**config.mk**
```make
export PLATFORM = sky130hd
export DESIGN_NAME = pgt_log_cell
export DESIGN_NICKNAME = d
export VERILOG_FILES = /design/src/rtl/pgt_pkg.sv /design/src/rtl/pgt_log_cell.sv
export SDC_FILE = /design/constraint.sdc
export NUM_CORES = 2
export LEC_CHECK = 0
export BUFFER_PORTS_ARGS = -buffer_cell sky130_fd_sc_hd__buf_2
export CAP_MARGIN = 20
export CORE_MARGIN = 2
export CORE_UTILIZATION = 43
export DETAILED_ROUTE_END_ITERATION = 6
export SYNTH_ARGS = -nofsm -noshare
export SYNTH_HDL_FRONTEND = slang
export SYNTH_SLANG_ARGS = --single-unit
```
**constraint.sdc**
```tcl
create_clock -name clk_i -period 1.2 [get_ports clk_i]
set_input_delay 0.3 -clock clk_i [delete_from_list [all_inputs] [get_ports clk_i]]
set_output_delay 0.3 -clock clk_i [all_outputs]
set_load 0.02 [all_outputs]
```
**src/rtl/pgt_pkg.sv**
```systemverilog
`timescale 1ns / 1ps
`default_nettype none

package pgt_pkg;

  // Word widths of the transcendental section (fixed by the number format)
  localparam int Y_W        = 32;  // normalized W, Q1.31
  localparam int F_W        = 32;  // log2 fraction bits, one per log cell
  localparam int Q_W        = 32;  // quotient N2/y, Q.24
  localparam int Z_W        = 32;  // root, Q.28
  localparam int T_W        = 6;   // exponent count t
  localparam int H_W        = 5;   // t / 2
  localparam int W_W        = 64;  // normalizer word
  localparam int NORM_STEPS = 6;
  localparam int LOG_CELLS  = 32;
  localparam int DIV_CELLS  = 32;
  localparam int SQRT_CELLS = 32;
  localparam int N_W        = 41;  // -2 ln W in Q.32, doubled when t is odd

  // 2 ln 2 in Q1.30
  localparam logic [30:0] TWO_LN2_Q30 = 31'd1488522236;

  // Largest |x| in Q.32 before scaling
  localparam logic [39:0] X_CAP = 40'hFF_FFFF_FFFF;

  localparam int SAMPLE_W   = 32;
  localparam int MEAN_W     = 32;
  localparam int STD_W      = 24;
  localparam int CFG_IDX_W  = 2;
  localparam int CFG_DATA_W = 32;

  localparam logic [CFG_IDX_W-1:0] CFG_MEAN    = 2'd0;
  localparam logic [CFG_IDX_W-1:0] CFG_STD_DEV = 2'd1;

  localparam logic [STD_W-1:0] STD_DEV_RESET = 24'd65536;

  typedef enum logic [1:0] {
    BUF_EMPTY,
    BUF_FIRST,
    BUF_SECOND
  } pgt_buf_e;

endpackage

`default_nettype wire

```
**src/rtl/pgt_log_cell.sv**
```systemverilog
`timescale 1ns / 1ps
`default_nettype none

// One bit of log2 by squaring: y <- y^2, halve and emit 1 when it reaches 2.
module pgt_log_cell import pgt_pkg::*; #(
  parameter int SIDE_W = 8
) (
  input  wire logic              clk_i,
  input  wire logic              rst_ni,
  input  wire logic              adv_i,
  input  wire logic              valid_i,
  input  wire logic [SIDE_W-1:0] side_i,
  input  wire logic [Y_W-1:0]    y_i,
  input  wire logic [F_W-1:0]    f_i,
  input  wire logic [Y_W-1:0]    yn_i,
  output logic                   valid_o,
  output logic [SIDE_W-1:0]      side_o,
  output logic [Y_W-1:0]         y_o,
  output logic [F_W-1:0]         f_o,
  output logic [Y_W-1:0]         yn_o
);

  logic [2*Y_W-1:0] sq;
  logic [Y_W:0]     y2;
  logic [Y_W-1:0]   y_d;
  logic             bit_d;
  logic             valid_q;
  logic [SIDE_W-1:0] side_q;
  logic [Y_W-1:0]   y_q;
  logic [F_W-1:0]   f_q;
  logic [Y_W-1:0]   yn_q;

  always_comb begin
    sq = {{Y_W{1'b0}}, y_i} * {{Y_W{1'b0}}, y_i};
    y2 = sq[2*Y_W-1:Y_W-1];
    if (y2[Y_W]) begin
      y_d   = y2[Y_W:1];
      bit_d = 1'b1;
    end else begin
      y_d   = y2[Y_W-1:0];
      bit_d = 1'b0;
    end
  end

  always_ff @(posedge clk_i or negedge rst_ni) begin
    if (!rst_ni) begin
      valid_q <= 1'b0;
    end else if (adv_i) begin
      valid_q <= valid_i;
    end
  end

  always_ff @(posedge clk_i) begin
    if (adv_i) begin
      side_q <= side_i;
      y_q    <= y_d;
      f_q    <= {f_i[F_W-2:0], bit_d};
      yn_q   <= yn_i;
    end
  end

  assign valid_o = valid_q;
  assign side_o  = side_q;
  assign y_o     = y_q;
  assign f_o     = f_q;
  assign yn_o    = yn_q;

endmodule

`default_nettype wire

```
[Word-level counts from Yosys, hierarchy flattened]
Index checks and enable logic that the tools add are counted.
Storage, ports and cells
  bits of input ports: 108
  logic and storage cells: 9
  register bits after elaboration: 105
  output and inout port bits: 105
Cells by class
  muxes and demuxes: 2
  multipliers: 1
Operators with widths (count)
  32-bit by 32-bit multiplier with 64-bit output: 1
  31-bit 2-to-1 mux: 1
  1-bit 2-to-1 mux: 1

[Longest topological paths before layout]
  word-level depth: 2
  mapped depth: 31
  mapped depth without buffers: 27

[Worst setup path after synthesis]
Ideal clock, no wire load.
  path kind: in2reg
  start point: input port y_i[26]
  end point: register y_q[0] (netlist: y_o[0]) (data pin)
  required time: 940 ps
  data arrival time: 7499 ps
  slack: -6559 ps
  cell stages on the path: 28
  library setup time: 260 ps
  path buffers: 4
  cells stage by stage: clkbuf_1 > clkbuf_1 > nand2_1 > fa_1 > fa_1 > inv_1 > fa_1 > inv_1 > fa_1 > inv_1 > fa_1 > fa_1 > fa_1 > inv_1 > fa_1 > inv_1 > ha_1 > clkbuf_1 > and4_1 > and3_1 > nand2_1 > a211oi_1 > a311oi_2 > o2111ai_1 > o211ai_2 > xor2_2 > buf_6 > mux2_2
Between the ends
  longest elaborated chain between the ends: 2
RTL lines
  start: declaration: RTL line pgt_log_cell.sv:13  | input wire logic [Y_W-1:0] y_i,
  32-bit by 32-bit multiplier with 64-bit output: RTL line pgt_log_cell.sv:34  | sq = {{Y_W{1'b0}}, y_i} * {{Y_W{1'b0}}, y_i};
  31-bit 2-to-1 mux: RTL line pgt_log_cell.sv:36  | if (y2[Y_W]) begin
  net y_d[0]: RTL line pgt_log_cell.sv:25  | logic [Y_W-1:0] y_d;
  end signal: assignment: RTL line pgt_log_cell.sv:56  | y_q <= y_d;
  end: declaration: RTL line pgt_log_cell.sv:29  | logic [Y_W-1:0] y_q;
The timed path passes the listed nets, and every way through them passes these cells.
A chain may end at the register's enable or synchronous reset.

[Final worst setup path]
  start point: input port y_i[5]
  end point: register y_q[26] (netlist: y_o[26]) (data pin)
The elaborated chain is that of the path after synthesis.

==> flow_summary_export.csv <==
group,metric,value,unit
logic_synthesis,yosysMostFrequentCell,"inv_1",
finish,multiInputGateArea,26600,sq um
finish,nFillCells,6636,
drt,firstDrtPassIters,5,
setup_path,path_class,"in2reg",
place,place.port_buffers,211,
drt,drc,0,
setup_path,cp_slowest_cell,"fa_1",
floorplanning,die_w,280,um
logic_synthesis,netlist_top_cells_area,"fa_1, ha_1, inv_1, edfxtp_1, and2_1",
global_route,overflow,0,
clock_network,clkTransAtPathRegs,0.09,ns
sta,worst_slew_pin_slew,0.737,ns
setup_path,critical_path_peak_fanout,8,
logic_synthesis,yosysUniqueCellTypes,61,
global_route,grt_pass1_wl,144000,um
drt,ant_nets,0,
logic_synthesis,ys_warn_count,0,
drt,drtIter0Drc,1067,
outcome,violations,"negative setup slack",
sta,finalSetupViolations,65,
sta,fmax,136,MHz
setup_path,cp.arrival,7.50,ns
worst_hold_path,min_path_type,"in2reg",
logic_synthesis,yosysTopAreaCell,"fa_1",
clock_network,cts_tree,"yes",
global_route,grt_usage,23.8,%
finish,drive_gt1_share,28.0,%
floorplanning,initial_core_util,43.3,%
setup_path,required,1.33,ns
job,cap_violations,0,
clock_network,clockBufferDepth,2,
global_route,grt_pass1_vias,27100,
clock_network,htreeDepth,3,
drt,wl,89700,um
logic_synthesis,ys.flop_type,"edfxtp_1",
drt,wl_per_cell,17.7,um
sta,rsz0062_at_grt,"true",
outcome,status,"finished, violations left",
logic_synthesis,synth-seq-cells,105,
logic_synthesis,yosysSeqAreaShare,9.61,%
clock_network,clock_tree.root_cell,"clkbuf_16",
worst_hold_path,min_path_cells,1,
clock_network,clock-sinks,105,
sta,slew_headroom,49.6,%
place,dp_hpwl,77100,um
sta,fin_crit_sh,614,%
finish,nNetsFinal,5291,
logic_synthesis,synth_edf_count,104,
sta,fin_ws,-6.17,ns
sta,slew_violations,0,
floorplanning,placementRows,101,
setup_path,crit_top_cell,"fa_1",
setup_path,startpoint_type,"input pin",
floorplanning,coreArea,75700,sq um
global_route,grt_start_max_net_pins,42,
floorplanning,fp.dieH,280,um
sta,clock_skew,0,ns
logic_synthesis,netlist_top_cells_count,"inv_1, fa_1, ha_1",
logic_synthesis,synth.avg_cell_area,9.89,sq um
setup_path,r2r_cells,1,
logic_synthesis,synth-async-reset-ratio,0.952,%
logic_synthesis,synth_top_area_share,48.3,%
floorplanning,io_pins,213,
global_route,antenna_found_initial,3,
drt,vias_per_cell,4.80,
floorplanning,die-area,78400,sq um
logic_synthesis,syn_inst,3311,
sta,finalHoldViolCount,0,
setup_path,worstSetupEndpointType,"flip-flop",
place,globalplace.congestion,0.864,
setup_path,max_stage_delay,0.56,ns
finish,register_area,3150,sq um
finish,area_growth,29.9,%
sta,finalCriticalPeriod,7.37,ns
logic_synthesis,synthesis.nets,4510,
clock_network,numCtsBuffers,9,
logic_synthesis,netlist_area,32800,sq um
sta,holdWs,0.102,ns
drt,vias,24400,
clock_network,clkLatencyLatePin,0.36,ns
-- kinds of logic after synthesis --
| logic type | share of synthesized area [%] |
|---|---|
| buffers and inverters | 12.6 |
| adder cells (fa/ha/maj) | 59.8 |
| AND/OR/NAND/NOR | 10.2 |
| AO/OA/AOI/OAI | 4.78 |
| flip-flops | 9.61 |
| XOR/XNOR | 1.97 |
| multiplexers | 1.02 |
-- worst max-delay path, delay by kind of cell --
kind | cells | cell delay, ns
adders and majority gates | 9 | 4.40
AOI/OAI and AO/OA | 5 | 0.98
buffers and inverters | 8 | 0.90
and+or+nand+nor | 4 | 0.70
xor gates and xnor gates | 1 | 0.21
-- final timing paths --
kind	start	endpoint	slack (ns)
setup / recovery	y_i[5]	y_o[26]$_DFFE_PP_	-6.17
hold / removal	yn_i[30]	yn_o[30]$_DFFE_PP_	0.10
setup reg to reg	valid_o$_DFFE_PN0P_	valid_o$_DFFE_PN0P_	0.42
hold reg to reg	valid_o$_DFFE_PN0P_	valid_o$_DFFE_PN0P_	0.56
max in group asynchronous	rst_ni	valid_o$_DFFE_PN0P_	0.85
min in group asynchronous	rst_ni	valid_o$_DFFE_PN0P_	0.27
-- state kept, by name (all words and copies together), names as in the netlist --
signal / count
valid_o: 1
yn_o: 32
y_o: 32
side_o: 8
f_o: 32
-- metal layers --
metal / part of all wire [%] / track usage, % / vias up
met5: 0 / 0 / -
met4: 2.7 / 5.62 / 0
met3: 2.7 / 1.92 / 131
met2: 54 / 44.2 / 369
met1: 40 / 30.0 / 12600
li1: - / - / 11300
-- area by class of cell --
cell class	count	share of cell area [%]
antenna	1	0.00588
clock buffer	9	0.529
clock inverter	7	0.226
inverter	977	8.66
multi-input combinational	2110	62.5
sequential	105	7.40
tap	978	2.88
timing repair buffer	889	17.8
-- repair_timing --
action                     in CTS  in global routing
hold endpoints to repair        1                  0
gates resized for setup       286                214
hold buffers                    1                  0
gates cloned                    9                  1
pin swaps                      80                 80
setup buffers                  29                 18
setup endpoints to repair     106                136
-- layout by cell type, fill, tap and decap left out, types with 35 or more instances in the layout --
| cell type | instances |
|---|---|
| a21o_1 | 35 |
| buf_4 | 612 |
| buf_12 | 41 |
| buf_2 | 105 |
| nor2_1 | 58 |
| fa_2 | 36 |
| buf_6 | 115 |
| ha_1 | 273 |
| fa_1 | 755 |
| inv_1 | 959 |
| a21oi_1 | 50 |
| and2_1 | 208 |
| nand2_1 | 279 |
| edfxtp_1 | 104 |
-- through the flow --
stage	setup WS [ns]	cells	instance area (sq um)	setup TNS [ns]	utilization, %
after global routing	-6.34	5076	42500	-210.64	56.2
after CTS	-6.16	5058	41600	-202.59	54.9
final	-6.17	5076	42500	-201.29	56.2
after floorplan	-6.11	3311	33100	-197.22	-
after global placement	-6.77	5003	39800	-221.52	52.5
after detailed placement	-6.87	5003	39800	-223.85	52.5
Power is left out: the tool's default activity adds up to more than one toggle a clock period on the data nets, which glitch-free logic cannot reach.
