**src/rtl/pgt_pkg.sv**
```systemverilog
`timescale 1ns / 1ps
`default_nettype none

package pgt_pkg;

  // Word widths of the transcendental section (fixed by the number format)
  localparam int Y_W        = 32;  // normalized W, Q1.31
  localparam int F_W        = 32;  // log2 fraction bits, one per log cell
  localparam int Q_W        = 32;  // quotient N2/y, Q.24
  localparam int Z_W        = 32;  // root, Q.28
  localparam int T_W        = 6;   // exponent count t
  localparam int H_W        = 5;   // t / 2
  localparam int W_W        = 64;  // normalizer word
  localparam int NORM_STEPS = 6;
  localparam int LOG_CELLS  = 32;
  localparam int DIV_CELLS  = 32;
  localparam int SQRT_CELLS = 32;
  localparam int N_W        = 41;  // -2 ln W in Q.32, doubled when t is odd

  // 2 ln 2 in Q1.30
  localparam logic [30:0] TWO_LN2_Q30 = 31'd1488522236;

  // Largest |x| in Q.32 before scaling
  localparam logic [39:0] X_CAP = 40'hFF_FFFF_FFFF;

  localparam int SAMPLE_W   = 32;
  localparam int MEAN_W     = 32;
  localparam int STD_W      = 24;
  localparam int CFG_IDX_W  = 2;
  localparam int CFG_DATA_W = 32;

  localparam logic [CFG_IDX_W-1:0] CFG_MEAN    = 2'd0;
  localparam logic [CFG_IDX_W-1:0] CFG_STD_DEV = 2'd1;

  localparam logic [STD_W-1:0] STD_DEV_RESET = 24'd65536;

  typedef enum logic [1:0] {
    BUF_EMPTY,
    BUF_FIRST,
    BUF_SECOND
  } pgt_buf_e;

endpackage

`default_nettype wire

```
**src/rtl/pgt_scale.sv**
```systemverilog
`timescale 1ns / 1ps
`default_nettype none

// One output lane: |u| * m, shift into Q.32 with cap, scale by std_dev, add mean, saturate.
module pgt_scale import pgt_pkg::*; #(
  parameter int UNIFORM_BITS = 16,
  parameter int FRAC_BITS    = 16
) (
  input  wire logic                     clk_i,
  input  wire logic                     rst_ni,
  input  wire logic                     adv_i,
  input  wire logic                     valid_i,
  input  wire logic [UNIFORM_BITS-1:0]  mag_i,
  input  wire logic                     neg_i,
  input  wire logic [Z_W-1:0]           z_i,
  input  wire logic [H_W-1:0]           h_i,
  input  wire logic signed [MEAN_W-1:0] mean_i,
  input  wire logic [STD_W-1:0]         std_dev_i,
  output logic                          valid_o,
  output logic [SAMPLE_W-1:0]           sample_o
);

  localparam int S_OFF  = 4 - (UNIFORM_BITS - 1);
  localparam int SC_SH  = 48 - FRAC_BITS;
  localparam logic [63:0] X_CAP64 = 64'(X_CAP);

  logic [3:0]          valid_q;
  logic [63:0]         prod_q;
  logic [H_W-1:0]      h1_q;
  logic [2:0]          neg_q;
  logic [39:0]         x_q;
  logic [63:0]         pr_q;
  logic [SAMPLE_W-1:0] sample_q;

  logic [7:0]          s_v;
  logic [5:0]          shamt;
  logic [5:0]          rshamt;
  logic [63:0]         xr;
  logic                ovf;
  logic [39:0]         x_d;
  logic [39:0]         sc;
  logic signed [41:0]  mag_s;
  logic signed [41:0]  v_s;
  logic signed [41:0]  sum;
  logic [SAMPLE_W-1:0] sample_d;

  // Shift into Q.32: left or truncating right, capped at X_CAP either way
  always_comb begin
    s_v    = 8'(h1_q) + 8'(S_OFF);
    shamt  = s_v[5:0];
    rshamt = 6'(8'd0 - s_v);
    xr     = prod_q >> rshamt;
    ovf    = 1'b0;
    if (!s_v[7]) begin
      ovf = (s_v >= 8'd40) || (prod_q > (X_CAP64 >> shamt));
      x_d = ovf ? X_CAP : 40'(prod_q << shamt);
    end else begin
      x_d = (xr > X_CAP64) ? X_CAP : xr[39:0];
    end
  end

  always_comb begin
    sc    = 40'(pr_q >> SC_SH);
    mag_s = $signed({2'b00, sc});
    v_s   = neg_q[2] ? -mag_s : mag_s;
    sum   = $signed({{(42-MEAN_W){mean_i[MEAN_W-1]}}, mean_i}) + v_s;
    if (sum > 42'sd2147483647) begin
      sample_d = 32'h7FFF_FFFF;
    end else if (sum < -42'sd2147483648) begin
      sample_d = 32'h8000_0000;
    end else begin
      sample_d = sum[SAMPLE_W-1:0];
    end
  end

  always_ff @(posedge clk_i or negedge rst_ni) begin
    if (!rst_ni) begin
      valid_q <= '0;
    end else if (adv_i) begin
      valid_q <= {valid_q[2:0], valid_i};
    end
  end

  always_ff @(posedge clk_i) begin
    if (adv_i) begin
      prod_q   <= 64'(mag_i) * 64'(z_i);
      h1_q     <= h_i;
      neg_q    <= {neg_q[1:0], neg_i};
      x_q      <= x_d;
      pr_q     <= 64'(x_q) * 64'(std_dev_i);
      sample_q <= sample_d;
    end
  end

  assign valid_o  = valid_q[3];
  assign sample_o = sample_q;

endmodule

`default_nettype wire

```
**config.mk**
```make
export PLATFORM = sky130hd
export DESIGN_NAME = pgt_scale
export DESIGN_NICKNAME = d
export VERILOG_FILES = /design/src/rtl/pgt_pkg.sv /design/src/rtl/pgt_scale.sv
export SDC_FILE = /design/constraint.sdc
export NUM_CORES = 2
export LEC_CHECK = 0
export BUFFER_PORTS_ARGS = -buffer_cell sky130_fd_sc_hd__buf_2
export CORE_ASPECT_RATIO = 1.4
export CORE_MARGIN = 1
export CORE_UTILIZATION = 30
export DETAILED_ROUTE_END_ITERATION = 12
export SLEW_MARGIN = 5
export SYNTH_ARGS = -nofsm -noshare
export SYNTH_HDL_FRONTEND = slang
export SYNTH_SLANG_ARGS = --single-unit
```
**constraint.sdc**
```tcl
create_clock -name clk_i -period 16.5 [get_ports clk_i]
set_clock_uncertainty 0.15 [all_clocks]
set_input_delay 4.95 -clock clk_i [delete_from_list [all_inputs] [get_ports clk_i]]
set_output_delay 4.95 -clock clk_i [all_outputs]
set_load 0.02 [all_outputs]
```
=== Word-level counts from Yosys, hierarchy flattened ===
Index checks and enable logic that the tools add are counted.

* Output and inout port bits: 33
* Flip-flop bits (word level): 196
* Input bits: 114
* Logic and storage cells: 27

* Order comparisons: 5
* Reductions and logical operators: 1
* Multiplexer cells: 5
* Add/sub/neg operators: 4
* Multipliers: 2
* Shift-type cells: 3

{| class="wikitable"
|+ Operators by type and width
! operator !! number
|-
| $mux 40 || 3
|-
| $gt 48x64->1 || 1
|-
| $gt 64x40->1 const B || 1
|-
| $mul 40x24->64 || 1
|-
| $shr 40x6->64 const A || 1
|-
| $shr 48x6->64 || 1
|-
| $mul 16x32->48 || 1
|-
| $shl 48x6->40 || 1
|-
| $add 32x42->42 || 1
|-
| $gt 42x32->1 const B || 1
|-
| $lt 42x32->1 const B || 1
|-
| $mux 42 || 1
|-
| $neg 32->42 || 1
|-
| $mux 32 || 1
|-
| $ge 8x6->1 const B || 1
|-
| $add 6x5->7 const B || 1
|-
| $sub 1x6->6 const A || 1
|-
| $logic_or 1x1->1 || 1
|}

=== Longest topological paths before layout ===
* Depth after elaboration: 6
* Depth in mapped cells: 28

=== Worst setup path after synthesis ===
OpenSTA, ideal clock, no wires.

* Path kind: input port to flip-flop
* Start: input std_dev_i[1]
* End: register pr_q[63], data pin
* Library setup time: 0.260 ns
* Setup slack: 4.728 ns
* Arrival: 11.362 ns
* Buffers on the path: 2
* Cell stages on the path: 25
* Path through: clkbuf_1 > clkbuf_1 > and2_1 > fa_1 > fa_1 > fa_1 > inv_1 > fa_1 > inv_1 > fa_1 > fa_1 > inv_1 > fa_1 > inv_1 > ha_1 > a21o_1 > a21o_1 > a2111oi_0 > a32o_1 > a211oi_1 > o2111ai_1 > nand2_1 > a211oi_1 > o21bai_1 > xnor2_1

* Cells in the longest elaborated chain, start to end: 1

{| class="wikitable"
|+ RTL lines
! item !! RTL line !! text
|-
| start, declared || pgt_scale.sv:18 || <nowiki>input wire logic [STD_W-1:0] std_dev_i,</nowiki>
|-
| $mul 40x24->64 || pgt_scale.sv:90 || <nowiki>pr_q <= 64'(x_q) * 64'(std_dev_i);</nowiki>
|-
| end signal, assigned || pgt_scale.sv:90 ||
|-
| end, declared || pgt_scale.sv:32 || <nowiki>logic [63:0] pr_q;</nowiki>
|}

Every way passes these cells.
A chain may end at the register's enable or synchronous reset.

=== Worst setup path in the final report ===
* Start: input std_dev_i[4]
* End: register pr_q[61], data pin

The elaborated chain is that of the path after synthesis.

==> impl_results.md <==
* Status: finished, final reports clean
* Max Cap Viol at 0
* Async set-or-reset flop fraction in the synthesized netlist at 2.44%
* Startpoint Class: input pin
* Root buffer cell: clkbuf_16
* CP Max Fanout at 40
* Post-CTS Setup Inserts at 0
* Top cell type's share of synthesized area at 42.4%
* #FFs+latches synth at 164
* Register area at 4900 sq um
* CTS Buf Count at 17
* Setup TNS at 0 ns
* Filler cells at 20623
* Synth Warn # at 0
* First-pass GRT wire length at 284000 microns
* IO buf count at 146
* Post-Synthesis Cells at 6700
* Fin util at 32.1%
* Initial Util at 30.2%
* Initial antenna violation count at 4
* Synthesized net count at 8459
* Die ar. at 199000 sq um
* Final period util at 77.6%
* Layout Cells excl Fill at 9189
* EDFF count, synth at 160
* Clock Path Buffers at 2
* H-Tree Depth at 4
* PostCTS Resize Cnt at 0
* Max Fclk at 78.1 MHz
* Distinct cell type count after synthesis at 87
* Slew headroom at 14.7%
* Critical path type: input pin to flop
* DIE HEIGHT at 527 microns
* Placed Cells at 9157
* Share of cells above drive strength 1 at 5.13%
* Ports at 147
* Vias per inst at 5.03
* Setup crit start: std_dev_i[4]
* Post-DRT Antenna Nets at 0
* Arrival time worst endpoint at 12.93 ns
* DP Area at 62200 sq um
* DRT Wirelength at 179000 microns
* Final HPWL DP at 135000 microns
* Final instance area at 62800 sq um
* Avg WL per Cell at 19.5 microns
* Synth area leader: fa_1
* Worst-Skew Late Latency at 0.51 ns
* Final Hold Viols at 0
* Total GRT Usage at 18.3%
* Via count at 46230
* Final setup fails at 0
* TritonCTS Sinks at 164
* Worst path required time at 16.62 ns
* Hold_buf cts at 0
* GRT Residual Overflow at 0
* CTS tree: done
* Cell Area, Synth at 59100 sq um
* Pre-Repair DR Iteration Count at 6
* Nets at 8316
* Crit path time final at 12.81 ns
* Initial drt markers at 3056
* Reg2reg start: x_q[11]
* Avg Inst Size Synth at 8.82 sq um
* Area of the multi-input gates at 48000 sq um
* Drt drc at 0
* Die width at 377 microns
* Hold path start: neg_q[1]
* RSZ-0062 raised after global routing: false
* Most used DFF post-synth: edfxtp_1
* GP Congestion at 0.940
* Syn-to-layout area delta at 6.15%
* Synth area leaders: fa_1 (42%), ha_1 (8.3%), inv_1 (8.2%), edfxtp_1 (8.1%), nand2_1 (7.3%)
* Worst min-delay path class: flop to flop
* Std-Cell Rows at 192
* Sequential-to-total area share from yosys stat at 8.30%
* Vias in the first global route at 50851
* Largest net degree at the start of global routing at 99
* Crit. End Element: flop
* Actual slew at the worst max-slew pin at 1.28 ns
* Final Max Slew Viols at 0
* Reg clk slew, reported paths at 0.07 ns
* Core Area at 196000 sq um
-- area by class of cell --
type                       instances  share of cell area, %
clock buffer                      20                  0.696
clock inverter                    11                  0.167
antenna                            1                0.00399
timing repair buffer             211                   1.95
multi-input combinational       4877                   76.5
tap                             2619                   5.22
sequential                       164                   7.82
inverter                        1286                   7.69
-- sequential cells by signal, indices dropped and copies added (netlist names) --
signal and count:
valid_q 4, h1_q 5, pr_q 32, neg_q 3
sample_o 32, x_q 40, prod_q 48
-- critical path: stages --
cell and delay [ns]:
buf_2 0.78, nand2_1 0.21, fa_1 0.58, inv_1 0.05
fa_1 0.47, inv_1 0.05, fa_1 0.53, inv_1 0.06
fa_1 0.40, fa_1 0.47, fa_1 0.58, inv_1 0.06
fa_1 0.50, inv_1 0.05, ha_1 0.30, nand4_1 0.13
a211oi_1 0.27, o21ai_0 0.39, a41o_1 0.42, a211oi_1 0.48
buf_4 0.22, o2111ai_1 0.18, and2_1 0.21, o21ai_0 0.27
a21oi_1 0.13, xnor2_1 0.13
-- through the flow --
| step | setup slack, ns | hold WS (ns) |
|---|---|---|
| floorplan | 4.73 | 0.250 |
| global placement | 3.19 | 0.258 |
| detailed placement | 3.05 | 0.276 |
| CTS | 3.64 | 0.286 |
| global route | 3.35 | 0.293 |
| finish | 3.69 | 0.288 |
-- routing by layer --
metal	track usage, %	part of all wire, %	up-vias	wire length, microns
met1	21.2	38	23698	67600
met5	0	0	-	0
li1	-	-	20288	-
met3	2.31	6.1	489	10900
met4	9.32	5.4	0	9630
met2	32.8	51	1755	91200
-- cell usage after synthesis, types with 11 or more instances --
cell	instances
or2_2	11
o21ai_0	186
mux2_2	43
mux2i_1	75
nand4_1	30
o31ai_1	13
inv_1	1284
nor2b_1	17
ha_1	393
o21bai_1	18
mux4_2	12
xor2_1	39
o21a_1	22
edfxtp_1	160
buf_1	13
o221ai_1	24
o22ai_1	16
nand2_1	1154
nor3_1	41
and2_1	551
a31oi_1	15
a21oi_1	288
clkbuf_1	337
a211oi_1	29
and3_1	13
o211ai_1	11
nand2b_1	37
nand3_1	50
or3_1	12
fa_1	1252
a21o_1	122
nor2_1	178
xnor2_1	109
-- cell families (layout without fill, tap and decap cells) --
kind of cell	count (synthesis)	after routing	share of synthesized area [%]
other cells	0	1	0
flops	164	164	8.30
compound gates	820	820	8.61
simple gates	2133	2133	16.9
fa+ha+maj	1645	1645	50.7
xor+xnor	149	149	2.24
buf+inv	1659	1528	10.7
mux	130	130	2.55
-- path summary, 6_finish.rpt --
| path | endpoint | slack (ns) | cells after the start |
|---|---|---|---|
| hold reg to reg | neg_q[2] | 0.29 | 0 |
| min in group asynchronous | valid_q[2] | 4.07 | 1 |
| max in group asynchronous | valid_q[3] | 12.01 | 1 |
| setup reg to reg | pr_q[61] | 8.23 | 26 |
| hold / removal | neg_q[2] | 0.29 | 0 |
| setup / recovery | pr_q[61] | 3.69 | 26 |
-- cells in the final DEF (no fill, tap or decap), types with 12 or more instances in the layout --
cell type	n
a211oi_1	29
a21o_1	122
a21oi_1	288
a31oi_1	15
and2_1	551
and3_1	13
buf_2	145
buf_4	65
clkbuf_16	17
edfxtp_1	160
fa_1	1252
ha_1	391
inv_1	1284
mux2_2	43
mux2i_1	75
mux4_2	12
nand2_1	1154
nand2b_1	37
nand3_1	50
nand4_1	30
nor2_1	178
nor2b_1	17
nor3_1	41
o21a_1	22
o21ai_0	185
o21bai_1	18
o221ai_1	24
o22ai_1	16
o31ai_1	13
or3_1	12
xnor2_1	102
xor2_1	38
Power is left out: the tool's default activity adds up to more than one toggle a clock period on the data nets, which glitch-free logic cannot reach.
