[src/rtl/pgt_pkg.sv]
`timescale 1ns / 1ps
`default_nettype none

package pgt_pkg;

  // Word widths of the transcendental section (fixed by the number format)
  localparam int Y_W        = 32;  // normalized W, Q1.31
  localparam int F_W        = 32;  // log2 fraction bits, one per log cell
  localparam int Q_W        = 32;  // quotient N2/y, Q.24
  localparam int Z_W        = 32;  // root, Q.28
  localparam int T_W        = 6;   // exponent count t
  localparam int H_W        = 5;   // t / 2
  localparam int W_W        = 64;  // normalizer word
  localparam int NORM_STEPS = 6;
  localparam int LOG_CELLS  = 32;
  localparam int DIV_CELLS  = 32;
  localparam int SQRT_CELLS = 32;
  localparam int N_W        = 41;  // -2 ln W in Q.32, doubled when t is odd

  // 2 ln 2 in Q1.30
  localparam logic [30:0] TWO_LN2_Q30 = 31'd1488522236;

  // Largest |x| in Q.32 before scaling
  localparam logic [39:0] X_CAP = 40'hFF_FFFF_FFFF;

  localparam int SAMPLE_W   = 32;
  localparam int MEAN_W     = 32;
  localparam int STD_W      = 24;
  localparam int CFG_IDX_W  = 2;
  localparam int CFG_DATA_W = 32;

  localparam logic [CFG_IDX_W-1:0] CFG_MEAN    = 2'd0;
  localparam logic [CFG_IDX_W-1:0] CFG_STD_DEV = 2'd1;

  localparam logic [STD_W-1:0] STD_DEV_RESET = 24'd65536;

  typedef enum logic [1:0] {
    BUF_EMPTY,
    BUF_FIRST,
    BUF_SECOND
  } pgt_buf_e;

endpackage

`default_nettype wire

[src/rtl/pgt_div_cell.sv]
`timescale 1ns / 1ps
`default_nettype none

// One quotient bit of a restoring divide; the partial remainder stays below y.
module pgt_div_cell import pgt_pkg::*; #(
  parameter int SIDE_W = 8
) (
  input  wire logic              clk_i,
  input  wire logic              rst_ni,
  input  wire logic              adv_i,
  input  wire logic              valid_i,
  input  wire logic [SIDE_W-1:0] side_i,
  input  wire logic [Y_W-1:0]    rem_i,
  input  wire logic [Q_W-1:0]    dl_i,
  input  wire logic [Q_W-1:0]    q_i,
  input  wire logic [Y_W-1:0]    y_i,
  output logic                   valid_o,
  output logic [SIDE_W-1:0]      side_o,
  output logic [Y_W-1:0]         rem_o,
  output logic [Q_W-1:0]         dl_o,
  output logic [Q_W-1:0]         q_o,
  output logic [Y_W-1:0]         y_o
);

  logic [Y_W:0]      rr;
  logic [Y_W:0]      diff;
  logic              qbit;
  logic [Y_W-1:0]    rem_d;
  logic              valid_q;
  logic [SIDE_W-1:0] side_q;
  logic [Y_W-1:0]    rem_q;
  logic [Q_W-1:0]    dl_q;
  logic [Q_W-1:0]    q_q;
  logic [Y_W-1:0]    y_q;

  always_comb begin
    rr    = {rem_i, dl_i[Q_W-1]};
    diff  = rr - {1'b0, y_i};
    qbit  = (rr >= {1'b0, y_i});
    rem_d = qbit ? diff[Y_W-1:0] : rr[Y_W-1:0];
  end

  always_ff @(posedge clk_i or negedge rst_ni) begin
    if (!rst_ni) begin
      valid_q <= 1'b0;
    end else if (adv_i) begin
      valid_q <= valid_i;
    end
  end

  always_ff @(posedge clk_i) begin
    if (adv_i) begin
      side_q <= side_i;
      rem_q  <= rem_d;
      dl_q   <= {dl_i[Q_W-2:0], 1'b0};
      q_q    <= {q_i[Q_W-2:0], qbit};
      y_q    <= y_i;
    end
  end

  assign valid_o = valid_q;
  assign side_o  = side_q;
  assign rem_o   = rem_q;
  assign dl_o    = dl_q;
  assign q_o     = q_q;
  assign y_o     = y_q;

endmodule

`default_nettype wire

[config.mk]
export PLATFORM = sky130hd
export DESIGN_NAME = pgt_div_cell
export DESIGN_NICKNAME = d
export VERILOG_FILES = /design/src/rtl/pgt_pkg.sv /design/src/rtl/pgt_div_cell.sv
export SDC_FILE = /design/constraint.sdc
export NUM_CORES = 1
export LEC_CHECK = 0
export BUFFER_PORTS_ARGS = -buffer_cell sky130_fd_sc_hd__buf_4
export CAP_MARGIN = 10
export CORE_MARGIN = 4
export CORE_UTILIZATION = 42
export CTS_CLUSTER_SIZE = 40
export DETAILED_ROUTE_END_ITERATION = 10
export MAX_ROUTING_LAYER = met4
export PLACE_DENSITY = 0.75
export SLEW_MARGIN = 40
export SYNTH_ARGS = -nofsm -noshare
export SYNTH_HDL_FRONTEND = slang
export SYNTH_SLANG_ARGS = --single-unit
export TNS_END_PERCENT = 30
[constraint.sdc]
create_clock -name clk_i -period 0.9 [get_ports clk_i]
set_clock_uncertainty 0.15 [all_clocks]
set_input_delay 0.09 -clock clk_i [delete_from_list [all_inputs] [get_ports clk_i]]
set_output_delay 0.09 -clock clk_i [all_outputs]
set_load 0.01 [all_outputs]
After elaboration in Yosys (flattened, before gate mapping). Index checks and enable logic that the tools add are counted.

Bitwise operators: 0. Reductions and logical operators: 0. Shifts and indexed selects: 0. Order comparisons: 1. Equal/unequal tests: 0. Div/mod/pow operators: 0. $mul: 0. Muxes and demuxes: 1. Add/sub/neg operators: 1.

Operator list (count): $ge 33x32->1 (1); $mux 32 (1); $sub 32x32->32 (1).

Register bits: 136. Latch bits: 0. ROM bits: 0. Output and inout bits: 137. RAM bits: 0. Memories kept: 0. Bits of input ports: 140.

Longest topological paths before layout. Gate-level depths: netlist of run 1.

Depth after elaboration: 2. Mapped depth: 13. Gate-level depth less buffers: 12.

Worst setup path after synthesis of run 1. OpenSTA, ideal clock, no wires.

Path type: input port to flip-flop. From: in y_i[7]. To: reg rem_q[13] (netlist: rem_o[13]) (data pin). Arrival: 2.599 ns. Cell stages on the path: 12. Setup time: 0.262 ns. Setup slack: -2.111 ns. Cell sequence: inv_1 -> ha_1 -> buf_2 -> nand4_1 -> or4_1 -> a21oi_1 -> nor3_1 -> a211oi_2 -> o21ai_2 -> o31ai_4 -> buf_4 -> mux2_1.

Cells in the longest elaborated chain, start to end: 2. Elaborated cells between the ends (all ways): 3. Classes of those cells: add/sub: 1; order compare: 1; mux: 1.

Ends and longest elaborated chain: start: declaration (RTL line pgt_div_cell.sv:16) `input wire logic [Y_W-1:0] y_i,`; $sub 32x32->32 / $ge 33x32->1 (equally long branches) (RTL line pgt_div_cell.sv:38, pgt_div_cell.sv:39); $mux 32 * (RTL line pgt_div_cell.sv:40) `rem_d = qbit ? diff[Y_W-1:0] : rr[Y_W-1:0];`; named net rem_d[13] (RTL line pgt_div_cell.sv:28) `logic [Y_W-1:0] rem_d;`; end signal: assignment (RTL line pgt_div_cell.sv:54) `rem_q <= rem_d;`; end: declaration (RTL line pgt_div_cell.sv:31) `logic [Y_W-1:0] rem_q;`.

The timed path passes the listed nets; every way through them passes the cells marked *. A chain may end at the register's enable or synchronous reset.

Worst setup path in the final report of run 1.
From: in dl_i[31]. To: reg rem_q[30] (netlist: rem_o[30]) (data pin).

Cells in the longest elaborated chain, start to end: 2. Elaborated cells between the ends (all ways): 3. Classes of those cells: add/sub: 1; order compare: 1; mux: 1.

Ends and longest elaborated chain: start: declaration (RTL line pgt_div_cell.sv:14) `input wire logic [Q_W-1:0] dl_i,`; $sub 32x32->32 / $ge 33x32->1 (equally long branches) (RTL line pgt_div_cell.sv:38, pgt_div_cell.sv:39); $mux 32 * (RTL line pgt_div_cell.sv:40); named net rem_d[30] (RTL line pgt_div_cell.sv:28).

Marks and branches as above.

==> results of run 1 <==
-- worst max-delay path, stage by stage --
cell	delay, ns
buf_8	0.08
inv_4	0.03
ha_4	0.15
fa_2	0.37
nand2b_4	0.17
a21oi_4	0.18
o21ai_2	0.09
o311a_1	0.39
a31oi_4	0.24
a21oi_4	0.09
o41ai_2	0.35
xor2_1	0.11
mux2_4	0.26
-- area by class of cell --
cell class	instances	area, um^2
antenna	1	2.50
clock buffer	17	425
clock inverter	14	196
fill	736	2580
inverter	38	165
multi-input combinational	291	2250
sequential	136	4080
tap	184	230
timing repair buffer	503	4720
-- cells by family after synthesis --
| logic type | after synthesis | synth area share [%] |
|---|---|---|
| other cells | 1 | 0.0594 |
| simple gates | 99 | 7.38 |
| compound gates | 119 | 11.6 |
| buf+inv | 57 | 3.81 |
| mux | 12 | 2.12 |
| xor+xnor | 27 | 3.75 |
| flops | 136 | 64.6 |
| fa+ha+maj | 33 | 6.66 |
-- registers in the layout (all words and copies together), names as in the netlist --
register and flops:
rem_o 32, q_o 32, dl_o 31, side_o 8, y_o 32, valid_o 1
-- routing by layer --
layer | vias up | wire [um]
met5 | - | 0
met4 | 0 | 933
met3 | 64 | 1700
met2 | 311 | 13800
met1 | 2934 | 8790
li1 | 2812 | -
-- metrics by stage --
step | area (um^2) | TNS [ns] | total power [mW] | util, % | hold WS (ns)
after floorplan | 6490 | -62.76 | 9.90 | - | -0.356
after global placement | 9450 | -69.11 | 12.2 | 64.5 | -0.284
after detailed placement | 9450 | -71.66 | 12.4 | 64.5 | -0.284
after CTS | 11800 | -90.37 | 20.6 | 80.5 | -0.172
after global routing | 12100 | -97.07 | 21.8 | 82.4 | -0.175
final | 12100 | -90.78 | 21.1 | 82.4 | -0.158
-- worst paths after layout --
check / to / slack [ns] / depth (start not counted)
worst max-delay path: rem_o[30] / -1.69 / 13
worst max register to register: valid_o / -0.05 / 1
worst min-delay path: rem_o[26] / -0.16 / 2
min in group asynchronous: valid_o / 0.42 / 3
worst min register to register: valid_o / 0.43 / 1
max in group asynchronous: valid_o / 0.08 / 3
-- repair_timing --
action                                  in CTS  in global routing
resized for setup                          126                 65
buffers inserted                             3                  2
endpoints found under the hold margin      165                 14
endpoints found under the setup margin     169                170
pin swaps                                    1                 10
-- layout by cell type (no fill, tap or decap), types with 13 or more instances in the layout --
master         count
buf_6            145
ha_1              23
inv_1             30
edfxtp_1         135
xnor2_1           15
a21oi_1           49
dlygate4sd3_1    123
nor2_1            34
nand2_1           25
clkbuf_16         17
o21ai_0           13
buf_4            226
-- power groups by stage --
| stage | logic (mW) | clock network, mW | registers, mW |
|---|---|---|---|
| global route | 5.84 | 7.87 | 8.14 |
| finish | 5.51 | 7.51 | 8.09 |
| floorplan | 1.54 | 0 | 8.36 |
| CTS | 5.14 | 7.48 | 8.01 |
| detailed placement | 4.31 | 0 | 8.04 |
| global placement | 4.23 | 0 | 8.02 |
==> flow_summary.ini, run 1 <==
[synthesis]
synth.yosys.seq_area_share_pct = 64.6
syn_area_mm2 = 0.00631
synth_top_flop_cell = edfxtp_1
ys_ff_latch = 136
syn_nets = 657
ys_types = 50
synth_area_leader_cell = edfxtp_1
syn_avg_cell_area_um2 = 13.0
yosys.area.top_type_share_pct = 64.2
ys_async_sr_fraction_pct = 0.735
yosys_warnings = 0
synthCells = 484
synth_most_common_cell = edfxtp_1
synth_common_cells = edfxtp_1 (135), a21oi_1 (56), inv_1 (38)
synth.top_cells.by_area = edfxtp_1 (64%), ha_1 (6.3%), a21oi_1 (4.4%)
synth_edf_count = 135

[grt]
grt_start_max_net_pins = 40
grt_first_pass_wirelength_um = 34900
grt-ovfl-total = 0
gr-max-usage-layer = met2
groute.layer.met1.usage_pct = 30.1
grt_pass1_vias = 6434
grt_usage_pct = 27.9
antenna_found_initial = 1
use_met3_pct = 4.72
grt.met2_usage_pct = 51.3

[timing]
slew_headroom_pct = 61.9
rsz0062_at_grt = yes
timing.final.crit_share_pct = 288
setup_ws_ns = -1.69
hold_viol = 21
fin_hold_ws_ns = -0.158
setup_viol = 170
drv_slew = 0
fmax_mhz = 386
period_minus_slack_ns = 2.59
worst_pin_slew_ns = 0.568

[placed_design]
io_buffers = 274
gp_congestion = 0.918
hpwl_um = 14600
place_inst = 1024
preCtsSetupSlack_ns = -2.18

[worst_setup_path]
cp-start-kind = input port
worstPathArrival_ns = 2.61
critPathLaunch = dl_i[31]
required_ns = 0.92
end_kind = register
reg2reg_from = valid_o
path_class = input port to register
crit_fanout = 3

[die]
core_mm2 = 0.0146
rows = 44
floorplan.die_area_mm2 = 0.0171
io_pins = 277
die_width_um = 131
initial_core_util_pct = 43.1
die_h_um = 131

[clock_network]
cts_hold_buffers = 123
clkLatencyLatePin_ns = 0.41
cts_tree = done
htreeDepth = 4
clock-root-buffer = clkbuf_16
clockBufferDepth = 2
cts_buffers = 17
cts.reportedPaths.clkPinSlew_ns = 0.06
clock_sinks = 136

[power_and_ir_drop]
p_per_area_mw_per_mm2 = 1750
combPwrFrac_pct = 26.1
peakVddDrop_uv = 1370
p_leak_nw = 5.28
p_sw_mw = 5.57
clockPowerShare_pct = 35.6
intPower_mw = 15.5
seq_power_share_pct = 38.3
switching_share_pct = 26.4

[final_layout]
fin_nets = 1160
drive_gt1_share_pct = 45.9
syn2layout_area_growth_pct = 91.2
fin_cells = 1184

[drt]
wl_um = 25200
drtPass1Iterations = 6
wl_per_cell_um = 21.3
dr_total_vias = 6121
viasPerCell = 5.17
ant_nets = 0
drtIter0Drc = 552
drc = 0

[hold_path]
hp-class = input port to register
worstHoldStart = rem_i[25]

[run_status]
violations = hold timing, setup timing
outcome = complete, but fails checks

[job]
max_cap_viol_count = 0
Note: power is estimated with default switching activity, not from simulation.
==> run 2: changes to the inputs <==
clock period = 2.2 ns   (was 0.9 ns; I/O delays follow)
==> flow_summary.ini, run 2 (synthesized netlist as in run 1, its figures left out) <==
[final_layout]
fin_nets = 1166
final_cell_mix = buf_4 (357), edfxtp_1 (135), dlygate4sd3_1 (130)
syn2layout_area_growth_pct = 84.9
fillers = 844
drive_gt1_share_pct = 46.7
n_antenna_cell = 0
fin_util_pct = 79.7
final_cell_area_mm2 = 0.0117
layout_commonest_cell = buf_4

[timing]
drv_slew = 0
period_minus_slack_ns = 2.68
timing.final.crit_share_pct = 122
setup_ws_ns = -0.479
hold_viol = 0
fmax_mhz = 373
setup_viol = 33
rsz0062_at_grt = yes

[clock_network]
cts_buffers = 17
clockBufferDepth = 2
clock_sinks = 136
cts_tree = done
clkLatencyLatePin_ns = 0.41
clock-root-buffer = clkbuf_16
htreeDepth = 4
cts.reportedPaths.clkPinSlew_ns = 0.06

[placed_design]
io_buffers = 274
placed_area_mm2 = 0.00940
gp_congestion = 0.897
hpwl_um = 14700

[worst_setup_path]
cp_cell_sequence = buf_6 > inv_4 > ha_4 > nand4_1 > or4_4 > a21oi_4 > nor3_4 > a211oi_2 > o21ai_2 > o31ai_4 > buf_6 > mux2_4
worstPathArrival_ns = 2.70
ff2ff_path_depth = 1
r2r_end = valid_o
required_ns = 2.22
rrSetupSlack_ns = 1.20
critPathLaunch = y_i[18]
path_class = input port to register
critPathMostFrequentCell = buf_6
cpPeakStageDelay_ns = 0.53
end_kind = register
reg2reg_from = valid_o
crit_fanout = 8
cp-start-kind = input port
cpMaxStageDelayCell = or4_4

[grt]
grt-ovfl-total = 0
grt_first_pass_wirelength_um = 34700
antenna_found_initial = 0
grt_start_max_net_pins = 44
grt_pass1_vias = 6461
grt_usage_pct = 27.8

[die]
initial_core_util_pct = 43.1
die_h_um = 131
core_mm2 = 0.0146
io_pins = 277
floorplan.die_area_mm2 = 0.0171
rows = 44
die_width_um = 131

[hold_path]
min_to = rem_o[16]
hold_depth = 3
hp-class = input port to register
worstHoldStart = rem_i[15]

[drt]
dr_total_vias = 6108
wl_per_cell_um = 19.8
drtPass1Iterations = 7
met1Wirelength_um = 8540
drc = 0
drtIter0Drc = 461
wl_um = 23600
dr_wl_met2_um = 12400
ant_nets = 0
dr_wl_met3_um = 1670
viasPerCell = 5.13
top_layer = met4

[run_status]
outcome = complete, but fails checks
violations = setup timing

[job]
max_cap_viol_count = 0

[power_and_ir_drop]
p_per_area_mw_per_mm2 = 715
peakVddDrop_uv = 578
p_leak_nw = 5.14
run 2: worst max-delay path by stage:
stage / slack (ns) / to / cells past startpoint
detailed placement: -1.12 / rem_o[30] / 13
CTS: -0.56 / rem_o[10] / 11
global route: -0.54 / rem_o[10] / 12
finish: -0.48 / rem_o[8] / 12
floorplan: -0.82 / rem_o[13] / 12
global placement: -1.0 / rem_o[30] / 13
run 2: power by group:
part | switching [mW] | internal, mW
clock network | 1.15 | 1.79
logic | 0.963 | 1.18
registers | 0.0951 | 3.16
run 2: through the flow:
step                power, mW  instances  hold WS (ns)  worst slack (ns)  TNS [ns]
finish                   8.34       1190        0.0108            -0.479    -12.98
global route             8.67       1190       0.00921            -0.539    -15.16
CTS                      8.26       1189       0.00158            -0.562    -15.36
detailed placement       5.05       1019        -0.150             -1.12    -31.02
global placement         5.01       1019        -0.155            -0.998    -29.07
floorplan                4.05        484        -0.226            -0.824    -24.13
run 2: cell type report:
cell class              instances  area, um^2  share of cell area, %
clock inverters                14         173                   1.48
well taps                     184         230                   1.97
flip-flops and latches        136        4080                   34.9
multi-input cells             291        2320                   19.9
clock buffers                  18         429                   3.68
repair buffers                509        4280                   36.6
inverters                      38         165                   1.42
run 2: repair_timing:
item	in CTS	in global routing
setup buffers	8	1
hold endpoints to repair	129	0
hold buffers	130	0
pin swaps	16	20
cloned	0	0
resized for setup	45	28
endpoints found under the setup margin	33	33
run 2: per-layer routing:
metal	GRT usage, %	vias up
met2	49.8	314
met5	-	-
li1	-	2817
met1	30.2	2921
met4	11.7	0
met3	5.45	56
run 2: critical path, delay by kind of cell:
family	cells	cell delay, ns
AOI/OAI and AO/OA	4	0.83
adders and majority gates	1	0.26
buffers and inverters	3	0.31
muxes	1	0.30
and+or+nand+nor	3	0.76
==> run 3: changes to the inputs <==
GPL_ROUTABILITY_DRIVEN = 1   (was not set)
PLACE_DENSITY = 0.72   (was 0.75)
RECOVER_POWER = 25   (was not set)
clock period = 2.79 ns   (was 2.2 ns; I/O delays follow)
==> flow_summary.ini, run 3 (synthesized netlist as in run 1, its figures left out) <==
[worst_setup_path]
r2r_end = valid_o
worstPathArrival_ns = 2.80
cp-start-kind = input port
ff2ff_path_depth = 1
rrSetupSlack_ns = 1.85
reg2reg_from = valid_o
required_ns = 2.80
path_class = input port to register
end_kind = register
crit_fanout = 7

[clock_network]
cts_buffers = 17
clock_sinks = 136
cts_tree = done
clockBufferDepth = 2
clkLatencyLatePin_ns = 0.41
cts.reportedPaths.clkPinSlew_ns = 0.06
htreeDepth = 4
clock-root-buffer = clkbuf_16

[run_status]
violations = capacitance limit, slew limit, setup timing
outcome = complete, but fails checks

[die]
rows = 44
core_mm2 = 0.0146
floorplan.die_area_mm2 = 0.0171
die_h_um = 131
die_width_um = 131
initial_core_util_pct = 43.1
io_pins = 277

[drt]
wl_um = 22100
viasPerCell = 5.06
ant_nets = 0
dr_total_vias = 5730
drc = 0
drtIter0Drc = 344
wl_per_cell_um = 19.5
drtPass1Iterations = 4

[timing]
drv_slew = 37
worst_pin_slew_ns = 2.20
fmax_mhz = 358
setup_viol = 1
hold_viol = 0
timing.final.crit_share_pct = 100
setup_tns_ns = -0.00108
slew_headroom_pct = -46.8
rsz0062_at_grt = yes
period_minus_slack_ns = 2.79
setup_ws_ns = -0.00108

[power_and_ir_drop]
peakVddDrop_uv = 470
p_leak_nw = 4.88
p_per_area_mw_per_mm2 = 585

[placed_design]
gp_congestion = 0.892
hpwl_um = 14600
io_buffers = 274
placed_area_mm2 = 0.00919

[final_layout]
fin_nets = 1109
n_antenna_cell = 0
drive_gt1_share_pct = 45.5
final_cell_mix = buf_4 (319), edfxtp_1 (135), dlygate4sd3_1 (104)
final_cell_area_mm2 = 0.0112
layout_commonest_cell = buf_4
fin_util_pct = 76.3
syn2layout_area_growth_pct = 77.0

[hold_path]
worstHoldStart = rem_i[25]
min_to = rem_o[26]
hp-class = input port to register
hold_depth = 2

[grt]
grt_start_max_net_pins = 61
grt-ovfl-total = 0
grt_first_pass_wirelength_um = 32300
grt_pass1_vias = 5940
grt_usage_pct = 25.7
antenna_found_initial = 0

[job]
max_cap_viol_count = 1
[run 3: cell count changes in the layout (fill, tap and decap cells not counted), sizes merged]
| cell | delta |
|---|---|
| clkinvlp | -1 |
| clkbuf | +10 |
| bufinv | +1 |
| inv | -1 |
| dlygate4sd3 | -26 |
| buf | -40 |
[run 3: worst max-delay path, stage by stage]
cell	delay, ns
buf_6	0.09
inv_4	0.03
ha_4	0.25
nand4_1	0.19
or4_4	0.54
a21oi_4	0.15
nor3_4	0.07
a211oi_2	0.24
o21ai_2	0.11
o31ai_4	0.23
buf_12	0.15
buf_12	0.12
mux2_2	0.34
[run 3: per-layer routing]
metal	wire (um)	vias up	global-route usage, %
met3	1350	43	4.55
met4	601	0	8.65
li1	-	2694	-
met5	0	-	-
met1	8400	2735	29.1
met2	11800	258	45.9
[run 3: final cells by class]
class	count	area, um^2
sequential	136	4080
inverter	38	170
timing repair buffer	452	3790
clock inverter	13	196
multi-input combinational	291	2270
clock buffer	19	433
tap	184	230
fill	910	3470
[run 3: report_power, final]
part	leakage, nW	switching, mW	internal (mW)
combinational	3.24	0.720	0.851
clock	0.304	0.889	1.51
sequential	1.33	0.0700	2.49
[run 3: per-stage QoR]
| stage | cells | power [mW] | setup WS, ns | hold slack (ns) |
|---|---|---|---|---|
| 2_1_floorplan | 484 | 3.19 | -0.293 | -0.167 |
| 3_3_place_gp | 991 | 3.91 | -0.472 | -0.0955 |
| 3_5_place_dp | 991 | 3.94 | -0.559 | -0.0905 |
| 4_1_cts | 1127 | 6.48 | 0.00851 | 0.00335 |
| 5_1_grt | 1133 | 6.81 | -0.113 | 0.0247 |
| 6_report | 1133 | 6.54 | -0.00108 | 0.0378 |
[run 3: what timing repair did]
action / 4_1_cts / 5_1_grt
gates cloned: 0 / 1
setup endpoints to repair: 2 / 30
setup buffers: 0 / 5
hold buffers: 104 / 0
hold endpoints to repair: 104 / 0
resized for setup: 10 / 48
pin swaps: 8 / 10
[run 3: how the worst max path moves through the flow]
stage                         from        end  slack, ns  depth (start not counted)
after global placement    dl_i[31]  rem_o[30]      -0.47                         13
after floorplan             y_i[7]  rem_o[13]      -0.29                         12
after CTS                  y_i[18]  rem_o[21]      0.009                         14
final                      y_i[15]   rem_o[8]     -0.001                         13
after global routing       y_i[15]   rem_o[4]      -0.11                         13
after detailed placement  dl_i[31]  rem_o[30]      -0.56                         13
